===== src/design/assert_macros.svh =====
// Assertion helpers. Each expects clk and rst_n in scope.
`ifndef ASSERT_MACROS_SVH
`define ASSERT_MACROS_SVH
`ifndef SYNTH
`define ASSERT_ALWAYS(label, expr, msg) \
    label: assert property (@(posedge clk) disable iff (!rst_n) (expr)) else $error(msg);
`define ASSERT_IMPLY(label, ante, cons, msg) \
    label: assert property (@(posedge clk) disable iff (!rst_n) (ante) |-> (cons)) \
        else $error(msg);
`define ASSERT_NEXT(label, ante, cons, msg) \
    label: assert property (@(posedge clk) disable iff (!rst_n) (ante) |=> (cons)) \
        else $error(msg);
`else
`define ASSERT_ALWAYS(label, expr, msg)
`define ASSERT_IMPLY(label, ante, cons, msg)
`define ASSERT_NEXT(label, ante, cons, msg)
`endif
`endif


===== src/design/stbs_ram.sv =====
`timescale 1ns / 1ps
module stbs_ram #(
    parameter int WIDTH = 8,
    parameter int DEPTH = 16,
    localparam int AW = $clog2(DEPTH)
) (
    input  logic             clk,
    input  logic             wr_en,
    input  logic [AW-1:0]    wr_addr,
    input  logic [WIDTH-1:0] wr_data,
    input  logic [AW-1:0]    rd_addr,
    output logic [WIDTH-1:0] rd_data
);

    logic [WIDTH-1:0] mem [DEPTH];

    always_ff @(posedge clk)
    begin
        if (wr_en)
        begin
            mem[wr_addr] <= wr_data;
        end
        rd_data <= mem[rd_addr];
    end

endmodule


===== config.mk =====
export PLATFORM = sky130hd
export DESIGN_NAME = stbs_ram
export DESIGN_NICKNAME = d
export VERILOG_FILES = /design/src/design/assert_macros.svh /design/src/design/stbs_ram.sv
export SDC_FILE = /design/constraint.sdc
export NUM_CORES = 1
export LEC_CHECK = 0
export BUFFER_PORTS_ARGS = -buffer_cell sky130_fd_sc_hd__buf_2
export CAP_MARGIN = 5
export CELL_PAD_IN_SITES_DETAIL_PLACEMENT = 0
export CELL_PAD_IN_SITES_GLOBAL_PLACEMENT = 1
export CORE_AREA = 2 2 110 112
export CTS_BUF_LIST = sky130_fd_sc_hd__clkbuf_4
export DETAILED_ROUTE_END_ITERATION = 12
export DIE_AREA = 0 0 112 114
export PLACE_DENSITY = 0.77
export SYNTH_ARGS = -nofsm -noshare
export SYNTH_HDL_FRONTEND = slang
export SYNTH_SLANG_ARGS = --single-unit

===== constraint.sdc =====
create_clock -name clk -period 2 [get_ports clk]
set_input_delay 0.2 -clock clk [delete_from_list [all_inputs] [get_ports clk]]
set_output_delay 0.2 -clock clk [all_outputs]
set_load 0.02 [all_outputs]

* After elaboration in Yosys (flattened, before gate mapping)
Memories as Yosys holds them, arrays and structs flattened. A register that Yosys moved wholly into a read port is not among the register bits. Index checks and enable logic that the tools add are counted.
Cells by class: multiplexer cells 2
Operator list (count):
- two-way mux 1 bit | 2
Word-level totals: register bits after elaboration 0, RAM bits 128, input bits 18, output and inout port bits 8, logic and storage cells 3, memories kept 1
Memories:
- mem | words 16, bits a word 8, read ports 1, clocked after memory_dff 1, wr ports 1, RTL line stbs_ram.sv:15 | logic [WIDTH-1:0] mem [DEPTH];

* Logic depth before layout (Yosys ltp)
depth after elaboration 2, mapped depth 5, depth with buffers taken out 3

* Worst setup path before layout
OpenSTA, ideal clock, no wires.
kind input port to flip-flop, from input port wr_addr[2], to memory mem[0][0], enable pin, library setup time 0.383 ns, arrival time 1.310 ns, required time 1.617 ns, path slack 0.307 ns, cell stages on the path 2, cells stage by stage or3b_2 nor3_1
RTL lines:
- start: declaration | RTL line stbs_ram.sv:9 | input logic [AW-1:0] wr_addr,
- end: declaration | RTL line stbs_ram.sv:15
No word-level cell before the write port.

==> results.toml <==
[die]
dieArea_um2 = 12770
core_area_um2 = 11710
die_w_um = 112
die_height_um = 114
num_io_pins = 26
rows = 40
initial_core_util_pct = 43.95

[setup_path]
crit_start = "mem[2][1]"
cp-end-kind = "flip-flop"
path_max_fanout = 1
reg2reg_depth = 3
critical_path_class = "reg2reg"
r2r_setup_slack_ps = 660
startpoint_type = "flip-flop"
reg2reg_from = "mem[2][1]"
worstReg2RegEnd = "rd_data[1]"
cp_data_required_time_ps = 2390
cp.arrival_ps = 1740
endpoint = "rd_data[1]"

[job]
maxCapViolations = 0

[power_and_ir_drop]
leakagePower_nw = 1.949
combPwrFrac_pct = 6.1
p_sw_share_pct = 21.71
power_frac_clock_pct = 30.3
peakVddDrop_mv = 0.3808
p_switching_w = 0.001094
p_int_w = 0.003943
power_density_nw_per_um2 = 870.0
p_seq_share_pct = 63.6

[cells_and_area]
fin_cells = 444
diodes = 0
fin_nets = 302
layout-drive-gt1-share_pct = 31.65
final_area_um2 = 5789
final_util_pct = 49.43
fillers = 968
area_delta_synth_final_pct = 12.47

[timing]
tns_ps = 0
worstMarginPinSlew_ps = 393.0
rsz0062_at_grt = "false"
min_period_ps = 1344
fin_crit_sh_pct = 67.19
max_freq_mhz = 744.1
finalSetupViolCount = 0
fin_worst_skew_ps = 12.23
finalHoldViolations = 0
slew_violations = 0
slew_headroom_pct = 73.80
timing.final.ws_setup_ps = 656.2

[detailed_routing]
wire_per_inst_um = 20.62
routed_wl_mm = 9.154
drc = 0
vias_per_cell = 5.356
vias = 2378
first_pass_iters = 4
ant_nets = 0
drt_iter0_markers = 178

[synth]
synth_cells = 229
synth_nets = 247
synthTopCellsByArea = "edfxtp_1 75%, mux4_2 7.9%, mux4_1 7.1%"
yosysSeqAreaShare_pct = 77.78
yosysTopAreaCell = "edfxtp_1"
synth_cell_types = 19
synth_top_cell_area_share_pct = 74.67
syn_avg_cell_area_um2 = 22.48
ys_ff_latch = 136
yosys_warnings = 0
syn_area_um2 = 5147

[worst_hold_path]
hold_class = "in2reg"

[grt]
grt_usage_pct = 15.49
grt_pass1_vias = 2479
grt_pass1_wl_mm = 14.06
gr-total-overflow = 0
antenna_found_initial = 0
grt_max_degree = 33

[place]
portBuffers = 25
pre_cts_slack_ps = 329.2
dpl.hpwl_mm = 5.855
place_inst = 412
dpl_cell_area_um2 = 5553
routabilityCongestion = 0.7032

[cts]
clockBufferDepth = 2
cts-root-buf = "clkbuf_4"
clkTransAtPathRegs_ps = 110
cts_tree = "built"
cts.sinks = 136
postCtsSetupBuffers = 0
ctsHoldBuffers = 0
htree_levels = 4
cts-resized-gates = 0
numCtsBuffers = 17
clkLatencyLatePin_ps = 500

[run_status]
status = "complete, no violations"
==> critical path: stages, from the launching register on <==
cell	delay, ps
edfxtp_1	370
mux4_1	490
a22oi_1	300
nand2_1	80
==> placed cells by master (no fill, tap or decap), types with 2 or more instances in the layout <==
| cell type | Yosys | routed |
|---|---|---|
| buf_2 | 3 | 25 |
| mux4_1 | 14 | 14 |
| buf_4 | 1 | 19 |
| clkinv_2 | 0 | 6 |
| nor2_1 | 13 | 13 |
| nand2b_1 | 2 | 2 |
| clkinv_1 | 0 | 3 |
| nand2_1 | 9 | 9 |
| nand3b_1 | 2 | 2 |
| clkinvlp_4 | 0 | 2 |
| mux4_2 | 18 | 18 |
| dfxtp_1 | 8 | 8 |
| clkbuf_4 | 0 | 20 |
| nor3_1 | 4 | 4 |
| edfxtp_1 | 128 | 128 |
| buf_12 | 0 | 2 |
| a22oi_1 | 16 | 16 |
==> sequential cells by signal, summed over array words and instances, names as in the netlist <==
name / count
mem: 128
rd_data: 8
==> synth_stat cells <==
library cell	n
edfxtp_1	128
mux4_2	18
a22oi_1	16
mux4_1	14
nor2_1	13
nand2_1	9
dfxtp_1	8
nor3_1	4
buf_2	3
buf_6	3
clkdlybuf4s25_2	3
nand2b_1	2
nand3b_1	2
and2_1	1
and2b_1	1
buf_4	1
nand3_1	1
nor2b_1	1
or3b_2	1
==> stage by stage <==
stage	hold slack [ps]	total power [W]
after global routing	21.33	0.005244
after detailed placement	598.1	0.003583
after floorplan	298.9	0.003445
final	69.49	0.005036
after CTS	18.35	0.005098
after global placement	584.0	0.003573
==> final cells by class <==
cell class	instances	area [um^2]	area share, %
tap	147	183.9	3.177
clock inverter	12	86.33	1.491
clock buffer	20	150.1	2.593
timing repair buffer	46	307.8	5.317
sequential	136	4004	69.16
multi-input combinational	83	1057	18.26
==> cell families (layout without fill, tap and decap cells) <==
group | after synthesis | in the layout | synth area share, %
AO/OA/AOI/OAI | 16 | 16 | 2.334
flip-flops | 136 | 136 | 77.78
multiplexers | 32 | 32 | 15.02
AND/OR/NAND/NOR | 35 | 35 | 3.184
buffers and inverters | 10 | 78 | 1.677
==> worst min path at each step <==
stage,end,from,depth (start not counted)
final,mem[9][7],wr_data[7],1
after global routing,mem[12][2],wr_data[2],1
after CTS,mem[12][2],wr_data[2],1
after detailed placement,mem[15][7],wr_data[7],1
after global placement,mem[12][7],wr_data[7],1
after floorplan,mem[0][0],wr_data[0],0
==> power by group through the flow <==
stage / sequential (W) / combinational (W) / clock [W]
finish: 0.00320 / 0.000310 / 0.00153
CTS: 0.00320 / 0.000315 / 0.00158
detailed placement: 0.00327 / 0.000315 / 0
global placement: 0.00326 / 0.000308 / 0
floorplan: 0.00328 / 0.000162 / 0
global route: 0.00321 / 0.000337 / 0.00170
==> routing by layer <==
layer  GRT usage [%]  share of wire, %
met5               0                 0
met4           5.610              0.46
met3           4.463               4.5
met2           25.98                52
met1           19.50                43
Power figures use the tool's default switching activity.
