==> config.mk <==
export PLATFORM = sky130hd
export DESIGN_NAME = stbs_probe
export DESIGN_NICKNAME = d
export VERILOG_FILES = /design/src/design/assert_macros.svh /design/src/design/stbs_pkg.sv /design/src/design/stbs_probe.sv
export SDC_FILE = /design/constraint.sdc
export NUM_CORES = 1
export LEC_CHECK = 0
export ABC_CLOCK_PERIOD_IN_PS = 18900
export BUFFER_PORTS_ARGS = -buffer_cell sky130_fd_sc_hd__buf_2
export CAP_MARGIN = 0
export CORE_AREA = 5 5 87 89
export DETAILED_ROUTE_END_ITERATION = 16
export DIE_AREA = 0 0 92 94
export GPL_TIMING_DRIVEN = 1
export PLACE_DENSITY = 0.88
export SETUP_SLACK_MARGIN = 0.2
export SYNTH_ARGS = -nofsm -noshare
export SYNTH_HDL_FRONTEND = slang
export SYNTH_SLANG_ARGS = --single-unit
==> constraint.sdc <==
create_clock -name vclk -period 18.9
set_clock_uncertainty 0.15 [all_clocks]
set_input_delay 3.78 -clock vclk [all_inputs]
set_output_delay 3.78 -clock vclk [all_outputs]
set_load 0.05 [all_outputs]
==> src/design/assert_macros.svh <==
// Assertion helpers. Each expects clk and rst_n in scope.
`ifndef ASSERT_MACROS_SVH
`define ASSERT_MACROS_SVH
`ifndef SYNTH
`define ASSERT_ALWAYS(label, expr, msg) \
    label: assert property (@(posedge clk) disable iff (!rst_n) (expr)) else $error(msg);
`define ASSERT_IMPLY(label, ante, cons, msg) \
    label: assert property (@(posedge clk) disable iff (!rst_n) (ante) |-> (cons)) \
        else $error(msg);
`define ASSERT_NEXT(label, ante, cons, msg) \
    label: assert property (@(posedge clk) disable iff (!rst_n) (ante) |=> (cons)) \
        else $error(msg);
`else
`define ASSERT_ALWAYS(label, expr, msg)
`define ASSERT_IMPLY(label, ante, cons, msg)
`define ASSERT_NEXT(label, ante, cons, msg)
`endif
`endif

==> src/design/stbs_pkg.sv <==
`timescale 1ns / 1ps
package stbs_pkg;

    localparam int DEFAULT_TABLE_DEPTH = 1024;
    localparam int KEY_W = 64;
    localparam int PAY_W = 64;

    // opcodes
    localparam logic OP_APPEND = 1'b0;
    localparam logic OP_LOOKUP = 1'b1;

    // status codes
    localparam logic [1:0] ST_OK   = 2'd0;
    localparam logic [1:0] ST_MISS = 2'd1;
    localparam logic [1:0] ST_FULL = 2'd2;

    typedef struct packed {
        logic             op;
        logic [KEY_W-1:0] key;
        logic [PAY_W-1:0] lat_bits;
        logic [PAY_W-1:0] lon_bits;
    } req_t;

    typedef struct packed {
        logic [1:0]       status;
        logic [PAY_W-1:0] found_lat;
        logic [PAY_W-1:0] found_lon;
    } rsp_t;

    // one table row as held in the RAM
    typedef struct packed {
        logic [KEY_W-1:0] key;
        logic [PAY_W-1:0] lat;
        logic [PAY_W-1:0] lon;
    } entry_t;

    typedef struct packed {
        logic hit;
        logic exhausted;
    } probe_flags_t;

endpackage

==> src/design/stbs_probe.sv <==
`timescale 1ns / 1ps
module stbs_probe import stbs_pkg::*; #(
    parameter int AW = 10,
    parameter int CW = 11
) (
    input  logic [CW-1:0]    lo,
    input  logic [CW-1:0]    hi,
    input  logic [AW-1:0]    mid,
    input  logic [KEY_W-1:0] entry_key,
    input  logic [KEY_W-1:0] key,
    output logic [CW-1:0]    lo_next,
    output logic [CW-1:0]    hi_next,
    output logic [AW-1:0]    mid_next,
    output probe_flags_t     flags
);

    logic          less;
    logic [CW-1:0] mid_ext;
    logic [CW-1:0] span;
    logic [CW-1:0] mid_full;

    // one search step: compare, narrow the window, form the next midpoint
    always_comb
    begin
        less     = entry_key < key;
        mid_ext  = CW'(mid);
        lo_next  = less ? (mid_ext + CW'(1)) : lo;
        hi_next  = less ? hi : mid_ext;
        span     = hi_next - lo_next;
        mid_full = lo_next + (span >> 1);
        mid_next = mid_full[AW-1:0];
        flags.hit       = entry_key == key;
        flags.exhausted = lo_next >= hi_next;
    end

endmodule

# --- After elaboration in Yosys (flattened, before gate mapping) ---
# Index checks and enable logic that the tools add are counted.
op_classes:
  n_addsub: 3
  n_mul: 0
  div_mod_pow: 0
  order_cmp: 2
  eq_ne: 1
  shift: 0
  n_mux: 2
  bitwise_logic: 0
  reduce_logical: 0
ops:
  columns: ["operator", "count"]
  rows:
  - ["equality test 64 bit", 1]
  - ["< comparator 64 bit", 1]
  - ["2-to-1 mux 11 bit", 2]
  - ["adder 10 x 1 -> 11 bit, second input constant", 1]
  - [">= comparator 11 bit", 1]
  - ["subtractor 11 bit", 1]
  - ["adder 10 bit", 1]
totals:
  register_bits: 0
  latch_bits: 0
  ramBits: 0
  rom_bits: 0
  inputBits: 160
  out_inout_bits: 34
  wordCells: 8
  mem_count: 0

# --- Depth between registers and ports, before layout ---
logic_depth:
  ltp_word: 4
  mapped_depth: 31
  mapped_depth_nobuf: 29

# --- Worst setup path after synthesis ---
# Ideal clock, no wire load.
synth_timing:
  kind: "input to output"
  start: "input key[14]"
  end: "output mid_next[7]"
  arrival_ns: 10.629
  required_time_ns: 14.970
  setup_slack_ns: 4.341
  stages: 29
  path_buffers: 2
  path_cell_list: "inv_1 -> ha_1 -> a21oi_1 -> nand2_1 -> a221o_1 -> or3_4 -> a21oi_4 -> nand3_4 -> buf_1 -> clkbuf_1 -> o21ai_0 -> ha_1 -> inv_1 -> ha_1 -> nor2_1 -> xor2_1 -> nor2_1 -> a21oi_1 -> xnor2_1 -> ha_1 -> a21oi_1 -> a21oi_1 -> nor2_1 -> a21oi_1 -> mux2i_1 -> a22o_1 -> a211o_1 -> o311a_1 -> xnor2_1"
synth_between:
  elab_chain_len: 4
  elab_cells_between_ends: 5
  classes_between: "add/sub: 2; order compare: 1; mux: 2"
synth_lines:
  columns: ["element", "line_no", "source"]
  rows:
  - ["start: declaration", "stbs_probe.sv:10", "input logic [KEY_W-1:0] key,"]
  - ["< comparator 64 bit (*)", "stbs_probe.sv:25", "less = entry_key < key;"]
  - ["2-to-1 mux 11 bit (*)", "stbs_probe.sv:27", "lo_next = less ? (mid_ext + CW'(1)) : lo;"]
  - ["named net lo_next[0]", "stbs_probe.sv:11", "output logic [CW-1:0] lo_next,"]
  - ["subtractor 11 bit", "stbs_probe.sv:29", "span = hi_next - lo_next;"]
  - ["adder 10 bit (*)", "stbs_probe.sv:30", "mid_full = lo_next + (span >> 1);"]
  - ["end: declaration", "stbs_probe.sv:13", "output logic [AW-1:0] mid_next,"]
# Mark *: on every way through the listed nets, which the timed path passes. The rest lies on a longest branch.

# --- Final worst setup path ---
layout_timing:
  start: "input entry_key[14]"
  end: "output mid_next[9]"
layout_between:
  elab_chain_len: 4
  elab_cells_between_ends: 5
  classes_between: "add/sub: 2; order compare: 1; mux: 2"
layout_lines:
  columns: ["element", "line_no", "source"]
  rows:
  - ["start: declaration", "stbs_probe.sv:9", "input logic [KEY_W-1:0] entry_key,"]
  - ["< comparator 64 bit (*)", "stbs_probe.sv:25", null]
  - ["2-to-1 mux 11 bit, on equally long branches", "stbs_probe.sv:28, stbs_probe.sv:27", null]
  - ["subtractor 11 bit", "stbs_probe.sv:29", null]
  - ["adder 10 bit (*)", "stbs_probe.sv:30", null]
# Mark *: on every way between the ends. The rest lies on a longest branch, timed or not.

==> flow_summary.json <==
{
  "status": "finished, final reports clean",
  "rsz0062_at_grt": "no",
  "viasPerCell": 5.38,
  "grt_overflow": 0,
  "dieArea_mm2": 0.00865,
  "drt_pre_antenna_iters": 4,
  "fmax_mhz": 73.1,
  "path_class": "primary input to primary output",
  "yosysWarnings": 0,
  "place_congestion": 0.890,
  "synth_top_family_by_area": "adder cells",
  "combPwrFrac": 1.000,
  "seq_area_um2": 0,
  "setup_viol": 0,
  "worstSetupStartpoint": "entry_key[14]",
  "syn_nets": 693,
  "dr_total_vias": 3861,
  "grt_pass1_vias": 3986,
  "p_seq_frac": 0,
  "cp_top_family": "compound AO/OA/AOI/OAI gates",
  "io_buffers": 194,
  "ctsHoldBuffers": 0,
  "synth_area_leader_cell": "ha_1",
  "ys_types": 56,
  "synth_top_area_frac": 0.324,
  "worst_pin_slew_ns": 0.504,
  "antenna_found_initial": 0,
  "n_antenna_cell": 0,
  "crit_slowest_cell": "o21ai_0",
  "start_kind": "primary input",
  "fin_cells": 717,
  "power_leakage_nw": 2.51,
  "crit_arrival_ns": 9.75,
  "seq_cell_count": 0,
  "drc": 0,
  "post-cts-setup-buffers": 0,
  "core.rowCount": 30,
  "avgRoutedWirePerCell_um": 14.2,
  "power.switching_uw": 227,
  "total_power_uw": 340,
  "cp_slowest_stage_delay_ns": 0.47,
  "synth.most_common_cell": "inv_1",
  "yosys.area_share.simple": 0.186,
  "synth-xor-area-share": 0.0848,
  "multiInputGateArea_mm2": 0.00284,
  "crit_buf_inv": 3,
  "drt-initial-drc-count": 109,
  "seq_area_frac_synth": 0,
  "io-pin-count": 194,
  "internal-power_uw": 112,
  "core_mm2": 0.00668,
  "nNetsFinal": 883,
  "p_per_area_mw_per_mm2": 79.9,
  "dpl.hpwl_um": 9310,
  "hold_violations": 0,
  "initial_core_util": 0.479,
  "period_minus_slack_ns": 13.68,
  "ant_nets": 0,
  "nClkBuffers": 0,
  "nFillCells": 605,
  "grt_max_degree": 35,
  "post_cts_resized": 0,
  "vdd_drop_max_mv": 0.180,
  "crit_fanout": 34,
  "cp_common_cell": "a21oi_1",
  "fin_crit_sh": 0.724,
  "p_sw_frac": 0.669,
  "synthAdderAreaFrac": 0.337,
  "required_ns": 14.97,
  "clock_power_share": 0,
  "dp_cells": 717,
  "drv_slew": 0,
  "maxCapViolations": 0,
  "whs_ns": 7.81,
  "yosys-top-cells-count": "inv_1, ha_1, a21oi_1",
  "synth_compound_area_frac": 0.197,
  "hold_class": "primary input to primary output",
  "die_w_um": 92,
  "synth.area.mux_share": 0.0828,
  "max-slew-margin-rel": 0.655,
  "yosys-top-cells-area": "ha_1, inv_1, a21oi_1",
  "die_y_um": 94,
  "wirelength_um": 10200,
  "syn-cell-area_mm2": 0.00320,
  "syn_area_per_cell_um2": 7.13,
  "end_kind": "primary output",
  "grt_use_total": 0.225,
  "fin_setup_tns_ns": 0,
  "hp-start": "hi[10]",
  "grt_pass1_wl_um": 16700,
  "drive_above_1_share": 0.350,
  "area_growth_pct": 32.7,
  "netlist_instances": 449
}
## worst paths after layout
check | end | cells past startpoint | slack (ns)
worst max-delay path | mid_next[9] | 29 | 5.22
worst min-delay path | hi_next[10] | 4 | 7.81
## power groups by stage
stage          clock network (mW)  registers [mW]  logic, mW
2_1_floorplan                   0               0      0.262
3_3_place_gp                    0               0      0.331
3_5_place_dp                    0               0      0.338
4_1_cts                         0               0      0.339
5_1_grt                         0               0      0.368
6_report                        0               0      0.340
## layer usage
| layer | vias up | track usage | share of wire |
|---|---|---|---|
| met5 | - | 0 | 0 |
| met4 | 0 | 0.0718 | 0.033 |
| li1 | 1950 | - | - |
| met2 | 173 | 0.440 | 0.51 |
| met1 | 1703 | 0.246 | 0.38 |
| met3 | 35 | 0.0353 | 0.078 |
## kinds of logic (layout without fill, tap and decap cells)
family / after synthesis / after routing
adder cells (fa/ha/maj): 86 / 86
XOR/XNOR: 31 / 31
buffers and inverters: 96 / 284
AND/OR/NAND/NOR: 115 / 115
AO/OA/AOI/OAI: 97 / 97
multiplexers: 24 / 24
## through the flow
| stage | worst slack [ns] | area (um^2) | utilization |
|---|---|---|---|
| floorplan | 4.34 | 3200 | - |
| finish | 5.22 | 4250 | 0.636 |
| global route | 4.71 | 4250 | 0.636 |
| detailed placement | 5.29 | 4250 | 0.636 |
| global placement | 5.51 | 4250 | 0.636 |
| CTS | 5.27 | 4250 | 0.636 |
## layout make-up
| type | count | area share |
|---|---|---|
| Tap cell | 80 | 0.0236 |
| Timing Repair Buffer | 194 | 0.228 |
| Multi-Input combinational cell | 353 | 0.669 |
| Inverter | 90 | 0.0795 |
## cell usage in the layout, fill, tap and decap left out, drive strengths merged, types with 2 or more instances in the layout
master,instances
o211ai,3
or3,3
ha,83
xnor2,19
and2,2
nand2,27
nand3,14
mux2,17
nor4,4
a21o,6
a21boi,2
a211o,2
nor3,7
mux2i,7
nand4,13
inv,90
a31oi,2
nor2b,4
maj3,2
a21oi,46
xor2,12
and4,2
nor3b,3
o21a,2
buf,194
o21ai,16
a211oi,4
a221oi,3
and3,4
nor2,28
No activity file was read; power rests on OpenSTA's default activity.
